$ cat src/hw/rtl/connection_slot_evictor_macros.svh
// assertion helpers for the slot evictor
`ifndef CONNECTION_SLOT_EVICTOR_MACROS_SVH
`define CONNECTION_SLOT_EVICTOR_MACROS_SVH

// same-cycle implication
`define CSE_ASSERT_NOW(label, ante, cons) \
  label: assert property (@(posedge clk) disable iff (rst) (ante) |-> (cons)) \
    else $error("assertion failed");

// next-cycle implication
`define CSE_ASSERT_NEXT(label, ante, cons) \
  label: assert property (@(posedge clk) disable iff (rst) (ante) |=> (cons)) \
    else $error("assertion failed");

`endif

$ cat src/hw/rtl/cse_pkg.sv
// ----------------------------------------------------------------------------
// cse_pkg
// shared types and codes of the connection slot evictor
// ----------------------------------------------------------------------------
`timescale 1ns / 1ps
`default_nettype none

package cse_pkg;

  localparam logic [1:0] REQ_UPDATE  = 2'd0;
  localparam logic [1:0] REQ_RELEASE = 2'd1;
  localparam logic [1:0] REQ_ALLOC   = 2'd2;

  localparam logic [1:0] CONN_SEND_BODY = 2'd3;

  typedef struct packed {
    logic [63:0] addr_high;
    logic [63:0] addr_low;
    logic        family;
    logic [1:0]  conn_state;
    logic [2:0]  resp_type;
    logic [31:0] progress;
  } rec_t;

  typedef struct packed {
    logic shift;
    logic wr_all;
    logic wr_fields;
  } cell_ctl_t;

endpackage

`default_nettype wire

$ cat src/hw/rtl/cse_cell.sv
// ----------------------------------------------------------------------------
// cse_cell
// one slot record; rotates to its neighbor during a victim scan
// ----------------------------------------------------------------------------
`timescale 1ns / 1ps
`default_nettype none

module cse_cell
  import cse_pkg::*;
(
  input  wire        clk,
  input  cell_ctl_t  ctl,
  input  rec_t       shift_in,
  input  rec_t       wdata,
  output rec_t       rec
);

  always_ff @(posedge clk) begin
    if (ctl.shift) begin
      rec <= shift_in;
    end else if (ctl.wr_all) begin
      rec <= wdata;
    end else if (ctl.wr_fields) begin
      rec.conn_state <= wdata.conn_state;
      rec.resp_type  <= wdata.resp_type;
      rec.progress   <= wdata.progress;
    end
  end

endmodule

`default_nettype wire

$ cat src/hw/rtl/cse_judge.sv
// ----------------------------------------------------------------------------
// cse_judge
// address match and candidate takeover for one scan step
// ----------------------------------------------------------------------------
`timescale 1ns / 1ps
`default_nettype none

module cse_judge
  import cse_pkg::*;
(
  input  rec_t ir,
  input  rec_t cand,
  input  rec_t head,
  output logic eq,
  output logic take
);

  always_comb begin
    if (ir.family != head.family) begin
      eq = 1'b0;
    end else if (ir.family) begin
      eq = (ir.addr_high == head.addr_high) && (ir.addr_low == head.addr_low);
    end else begin
      eq = (ir.addr_low[31:0] == head.addr_low[31:0]);
    end
  end

  always_comb begin
    if (head.conn_state < cand.conn_state) begin
      take = eq;
    end else if (head.conn_state == cand.conn_state) begin
      // send-body tie uses the outer slot's type
      if (cand.conn_state == CONN_SEND_BODY && ir.resp_type != cand.resp_type) begin
        take = eq && (ir.resp_type < cand.resp_type);
      end else begin
        take = eq && (head.progress < cand.progress);
      end
    end else begin
      take = 1'b0;
    end
  end

endmodule

`default_nettype wire

$ cat src/hw/rtl/connection_slot_evictor.sv
// ----------------------------------------------------------------------------
// connection_slot_evictor
// connection slot table with free-slot allocation and victim eviction
// ----------------------------------------------------------------------------
// Update, release, unknown requests and allocates that find a free slot are
// answered as the word is accepted: its result is registered at that edge.
// An allocate into a full table scans all pairs of slots: the records rotate
// around a ring of SLOTS cells, one position per cycle, and a single judge
// compares the head of the ring against the outer slot; a write state that
// waits for a free output follows. No new word is accepted during either.
`timescale 1ns / 1ps
`default_nettype none

module connection_slot_evictor
  import cse_pkg::*;
#(
  parameter int SLOTS = 16
) (
  input  wire         clk,
  input  wire         rst,
  input  wire         in_valid,
  output logic        in_ready,
  input  wire  [1:0]  req_type,
  input  wire  [3:0]  slot,
  input  wire  [63:0] addr_high,
  input  wire  [63:0] addr_low,
  input  wire         addr_is_v6,
  input  wire  [1:0]  conn_state,
  input  wire  [2:0]  resp_type,
  input  wire  [31:0] progress,
  output logic        out_valid,
  input  wire         out_ready,
  output logic [3:0]  slot_index,
  output logic        dropped
);

`include "connection_slot_evictor_macros.svh"

  localparam int IW = $clog2(SLOTS);
  localparam int CW = $clog2(SLOTS + 1);
  localparam int SW = IW + 4;

  localparam logic [1:0] ST_IDLE  = 2'd0;
  localparam logic [1:0] ST_SCAN  = 2'd1;
  localparam logic [1:0] ST_WRITE = 2'd2;

  logic [1:0]       st;
  logic [SLOTS-1:0] slot_valid;

  // ring of slot records
  rec_t      recs [SLOTS];
  rec_t      wdata;
  logic [IW-1:0] wsel;
  logic      wr_all, wr_fields, shift;

  for (genvar k = 0; k < SLOTS; k++) begin : g_cell
    cell_ctl_t ctl;
    always_comb begin
      ctl.shift     = shift;
      ctl.wr_all    = wr_all && (wsel == IW'(k));
      ctl.wr_fields = wr_fields && (wsel == IW'(k));
    end
    cse_cell u_cell (
      .clk      (clk),
      .ctl      (ctl),
      .shift_in (recs[(k + 1) % SLOTS]),
      .wdata    (wdata),
      .rec      (recs[k])
    );
  end

  // scan registers
  rec_t          ir, nx, cand, pend;
  logic [IW-1:0] i_cnt, j_cnt, cand_idx, best;
  logic [CW-1:0] cnt, best_cnt;
  logic          eq, take;

  cse_judge u_judge (
    .ir   (ir),
    .cand (cand),
    .head (recs[0]),
    .eq   (eq),
    .take (take)
  );

  // first free slot
  logic          any_free;
  logic [IW-1:0] free_idx;
  always_comb begin
    free_idx = '0;
    for (int k = SLOTS - 1; k >= 0; k--) begin
      if (!slot_valid[k]) free_idx = IW'(k);
    end
    any_free = ~&slot_valid;
  end

  logic [SW-1:0] slot_ext;
  logic          in_range;
  assign slot_ext = SW'(slot);
  assign in_range = slot_ext < SW'(SLOTS);

  logic out_free, accept, wr_go, pass_end, scan_end;
  assign out_free = !out_valid || out_ready;
  assign in_ready = (st == ST_IDLE) && out_free;
  assign accept   = in_valid && in_ready;
  assign wr_go    = (st == ST_WRITE) && out_free;
  assign pass_end = (st == ST_SCAN) && (j_cnt == IW'(SLOTS - 1));
  assign scan_end = pass_end && (i_cnt == IW'(SLOTS - 1));
  assign shift    = (st == ST_SCAN);

  logic [IW-1:0] cand_fin;
  logic [CW-1:0] cnt_fin;
  assign cand_fin = take ? j_cnt : cand_idx;
  assign cnt_fin  = cnt + CW'(eq);

  logic [IW+3:0] best_w, free_w;
  assign best_w = {4'b0, best};
  assign free_w = {4'b0, free_idx};

  // write port of the ring
  always_comb begin
    wr_all    = 1'b0;
    wr_fields = 1'b0;
    wsel      = slot_ext[IW-1:0];
    wdata.addr_high  = addr_high;
    wdata.addr_low   = addr_low;
    wdata.family     = addr_is_v6;
    wdata.conn_state = (req_type == REQ_UPDATE) ? conn_state : 2'd0;
    wdata.resp_type  = (req_type == REQ_UPDATE) ? resp_type : 3'd0;
    wdata.progress   = (req_type == REQ_UPDATE) ? progress : 32'd0;
    if (st == ST_WRITE) begin
      wdata  = pend;
      wsel   = best;
      wr_all = wr_go;
    end else if (accept) begin
      if (req_type == REQ_UPDATE) begin
        wr_fields = in_range;
      end else if (req_type == REQ_ALLOC && any_free) begin
        wsel   = free_idx;
        wr_all = 1'b1;
      end
    end
  end

  always_ff @(posedge clk) begin
    if (rst) begin
      st         <= ST_IDLE;
      slot_valid <= '0;
      out_valid  <= 1'b0;
    end else begin
      if (out_valid && out_ready) out_valid <= 1'b0;
      unique case (st)
        ST_IDLE: begin
          if (accept) begin
            priority if (req_type == REQ_ALLOC && !any_free) begin
              st <= ST_SCAN;
            end else begin
              out_valid <= 1'b1;
            end
            if (req_type == REQ_RELEASE && in_range) slot_valid[slot_ext[IW-1:0]] <= 1'b0;
            if (req_type == REQ_ALLOC && any_free) slot_valid[free_idx] <= 1'b1;
          end
        end
        ST_SCAN: begin
          if (scan_end) st <= ST_WRITE;
        end
        ST_WRITE: begin
          if (wr_go) begin
            st        <= ST_IDLE;
            out_valid <= 1'b1;
          end
        end
        default: st <= ST_IDLE;
      endcase
    end
  end

  // result and scan payload
  always_ff @(posedge clk) begin
    if (accept) begin
      slot_index <= slot;
      dropped    <= 1'b0;
      if (req_type == REQ_ALLOC && any_free) slot_index <= free_w[3:0];
      // scan setup, outer slot zero sits at the ring head
      pend     <= wdata;
      ir       <= recs[0];
      cand     <= recs[0];
      cand_idx <= '0;
      i_cnt    <= '0;
      j_cnt    <= '0;
      cnt      <= '0;
      best     <= '0;
      best_cnt <= '0;
    end
    if (st == ST_SCAN) begin
      j_cnt <= pass_end ? '0 : j_cnt + IW'(1);
      cnt   <= cnt_fin;
      if (take) begin
        cand     <= recs[0];
        cand_idx <= j_cnt;
      end
      // next outer slot passes the head during this pass
      if (i_cnt != IW'(SLOTS - 1) && j_cnt == i_cnt + IW'(1)) nx <= recs[0];
      if (pass_end) begin
        if (cnt_fin > best_cnt) begin
          best     <= cand_fin;
          best_cnt <= cnt_fin;
        end
        ir       <= nx;
        cand     <= nx;
        cand_idx <= i_cnt + IW'(1);
        i_cnt    <= i_cnt + IW'(1);
        cnt      <= '0;
      end
    end
    if (wr_go) begin
      slot_index <= best_w[3:0];
      dropped    <= 1'b1;
    end
  end

  // a scan runs only on a full table
  `CSE_ASSERT_NOW(a_scan_full, st != ST_IDLE, &slot_valid)
  // no word is taken while a scan is in flight
  `CSE_ASSERT_NOW(a_busy_ready, st != ST_IDLE, !in_ready)
  // an eviction reports dropped
  `CSE_ASSERT_NEXT(a_evict_drop, wr_go, out_valid && dropped)
  // a finished scan leaves a nonempty group
  `CSE_ASSERT_NOW(a_best_cnt, st == ST_WRITE, best_cnt != '0)

endmodule

`default_nettype wire

$ cat config.mk
export PLATFORM = sky130hd
export DESIGN_NAME = connection_slot_evictor
export DESIGN_NICKNAME = d
export VERILOG_FILES = /design/src/hw/rtl/cse_pkg.sv /design/src/hw/rtl/cse_cell.sv /design/src/hw/rtl/cse_judge.sv /design/src/hw/rtl/connection_slot_evictor.sv
export VERILOG_INCLUDE_DIRS = /design/src /design/src/hw/rtl
export SDC_FILE = /design/constraint.sdc
export NUM_CORES = 2
export LEC_CHECK = 0
export BUFFER_PORTS_ARGS = -buffer_cell sky130_fd_sc_hd__buf_4
export CAP_MARGIN = 15
export CORE_MARGIN = 2
export CORE_UTILIZATION = 30
export DETAILED_ROUTE_END_ITERATION = 10
export HOLD_SLACK_MARGIN = 0.02
export RECOVER_POWER = 50
export SYNTH_ARGS = -nofsm -noshare
export SYNTH_HDL_FRONTEND = slang
export SYNTH_HIERARCHICAL = 1
export SYNTH_SLANG_ARGS = --single-unit
$ cat constraint.sdc
create_clock -name clk -period 26.8 [get_ports clk]
set_clock_uncertainty 0.05 [all_clocks]
set_input_delay 6.7 -clock clk [delete_from_list [all_inputs] [get_ports clk]]
set_output_delay 6.7 -clock clk [all_outputs]
set_load 0.02 [all_outputs]
==> impl_metrics.json <==
{
  "status": "finished with violations",
  "failed_checks": "capacitance limit, slew limit",
  "htreeDepth": 5,
  "drc": 0,
  "io_pins": 183,
  "die_w_um": 694.6,
  "synthCells": 7901,
  "fp.coreArea_mm2": 0.4748,
  "max_stage_delay_ps": 3320,
  "root_buffer": "clkbuf_16",
  "synth_area_mm2": 0.1431,
  "hold_path.class": "reg2reg",
  "via_per_inst": 4.687,
  "nNetsFinal": 8320,
  "track_usage": 0.1282,
  "antenna_found_initial": 12,
  "die-area_mm2": 0.4824,
  "path_max_fanout": 211,
  "io_buffer_count": 182,
  "hpwlAfterDp_um": 176800,
  "wl_per_cell_um": 21.62,
  "clkSinkCount": 3207,
  "clk_latency_ps": 940,
  "totalWireLength_um": 316500,
  "power_frac_comb": 0.039,
  "setup_viol": 0,
  "post_cts_resized": 0,
  "rsz0062_at_grt": "false",
  "maxCapViolations": 31,
  "vias": 68600,
  "synth_warnings": 6,
  "start_util": 0.3013,
  "cpMaxStageDelayCell": "clkbuf_1",
  "timing.final.crit_share": 0.6660,
  "p_switching_uw": 2252,
  "timing.hold.ws_ps": 321.5,
  "antenna_left": 0,
  "drtPass1Iterations": 9,
  "slew_headroom": -4.575,
  "die_y_um": 694.6,
  "min_period_ps": 17850,
  "required_ps": 27360,
  "worst_ep_arrival_time_ps": 18410,
  "timing.critical_path.to_type": "register",
  "drive_above_1_share": 0.2485,
  "place_congestion": 0.7922,
  "hold_buffers": 0,
  "p_leak_uw": 0.05086,
  "crit_chain": "nand2b_1, clkinvlp_2, clkbuf_1, clkbuf_1, clkbuf_1, buf_12, clkbuf_1, mux2_2",
  "numCtsBuffers": 344,
  "path_clk_slew_ps": 60,
  "drv_slew": 1955,
  "fmax_mhz": 56.03,
  "avgSynthCellArea_um2": 18.11,
  "area_growth_pct": 8.868,
  "path_common_cell": "clkbuf_1",
  "critPathKind": "reg2reg",
  "crit_path_start_kind": "register",
  "worst_pin_slew_ps": 8363,
  "p_sw_frac": 0.2104,
  "rows": 253,
  "max-vdd-ir-drop_v": 0.00005362,
  "final_hold_viol_count": 0,
  "cts_buffer_depth": 4,
  "synth_nets": 8122,
  "cts_tree": "built",
  "internal_power_uw": 8449,
  "grt_pass1_wl_um": 479000,
  "grt_overflow_total": 0,
  "powerDensity_mw_per_mm2": 68.71,
  "clock_power_share": 0.442,
  "cts_setup_buffers": 0,
  "grt_max_degree": 212,
  "grt_pass1_vias": 71780,
  "fillers": 46060,
  "seq_power_share": 0.520,
  "dr.first_iter.drc_count": 5237,
  "tns_ps": 0
}
through the flow:
stage	util	setup slack [ps]	total power (uW)	cell area [um2]	cells
2_1_floorplan	-	8771	6015	143100	7901
3_3_place_gp	0.3153	12640	6158	149700	14000
3_5_place_dp	0.3155	12690	6170	149800	14000
4_1_cts	0.3389	12690	10930	160900	14630
5_1_grt	0.3280	7494	11070	155800	14640
6_report	0.3280	8953	10700	155800	14640
critical path: cells and delay by family (launching register included):
kind	cells	cell delay, ps
and+or+nand+nor	1	470
DFF	1	490
buffers and inverters	6	15480
muxes	1	520
metal layers:
layer	wire length, um	GRT usage	up-vias
met5	0	0	-
met4	7039	0.03008	0
met3	11430	0.01513	460
met2	152500	0.2135	1305
met1	145500	0.1783	35960
li1	-	-	30880
layout make-up:
type | instances | area, um2 | share of cell area
antenna | 3 | 7.507 | 0.00004820
clock buffer | 452 | 9318 | 0.05982
clock inverter | 182 | 1819 | 0.01168
inverter | 72 | 272.8 | 0.001751
multi-input combinational | 4196 | 40290 | 0.2587
sequential | 3207 | 94240 | 0.6051
tap | 6247 | 7816 | 0.05018
timing repair buffer | 278 | 1994 | 0.01280
power groups by stage:
stage | logic, uW | registers (uW) | clock network, uW
after global routing | 456 | 5570 | 5040
after floorplan | 354 | 5660 | 0
after detailed placement | 503 | 5670 | 0
after CTS | 509 | 5560 | 4860
final | 413 | 5560 | 4730
after global placement | 493 | 5670 | 0
worst paths after layout:
check / startpoint / endpoint / slack (ps) / cells past startpoint
worst min register to register: nx[43]$_DFFE_PP_ / ir[43]$_DFF_P_ / 320 / 2
worst min-delay path: nx[43]$_DFFE_PP_ / ir[43]$_DFF_P_ / 320 / 2
worst max register to register: st[0]$_SDFFE_PP0P_ / g_cell[7].u_cell/rec[35]$_DFFE_PP_ / 8950 / 8
worst max-delay path: st[0]$_SDFFE_PP0P_ / g_cell[7].u_cell/rec[35]$_DFFE_PP_ / 8950 / 8
sequential cells by signal, indices dropped and copies added, names as in the netlist:
| signal | cells |
|---|---|
| nx | 166 |
| cnt | 5 |
| out_valid | 1 |
| cand | 37 |
| dropped | 1 |
| best | 4 |
| i_cnt | 4 |
| st | 2 |
| j_cnt | 4 |
| g_cell.u_cell/rec | 2656 |
| slot_index | 4 |
| cand_idx | 4 |
| ir | 132 |
| slot_valid | 16 |
| pend | 166 |
| best_cnt | 5 |
cells in the final DEF (no fill, tap or decap), types with 24 or more instances in the layout:
master	n
clkinv_1	65
mux2_1	1316
clkbuf_1	159
mux2i_1	135
dfxtp_1	206
inv_1	69
edfxtp_1	3001
a22oi_1	37
nor3_1	35
nand3_1	38
nor2_1	33
o21ai_0	169
nand2_1	633
buf_4	97
a22o_1	41
mux2_2	1017
bufinv_16	27
nand4_1	31
mux2_4	323
xnor2_1	103
a21oi_1	35
clkinv_2	55
clkbuf_8	24
clkbuf_16	347
ha_1	45
clkbuf_4	87
Power figures use the tool's default switching activity.
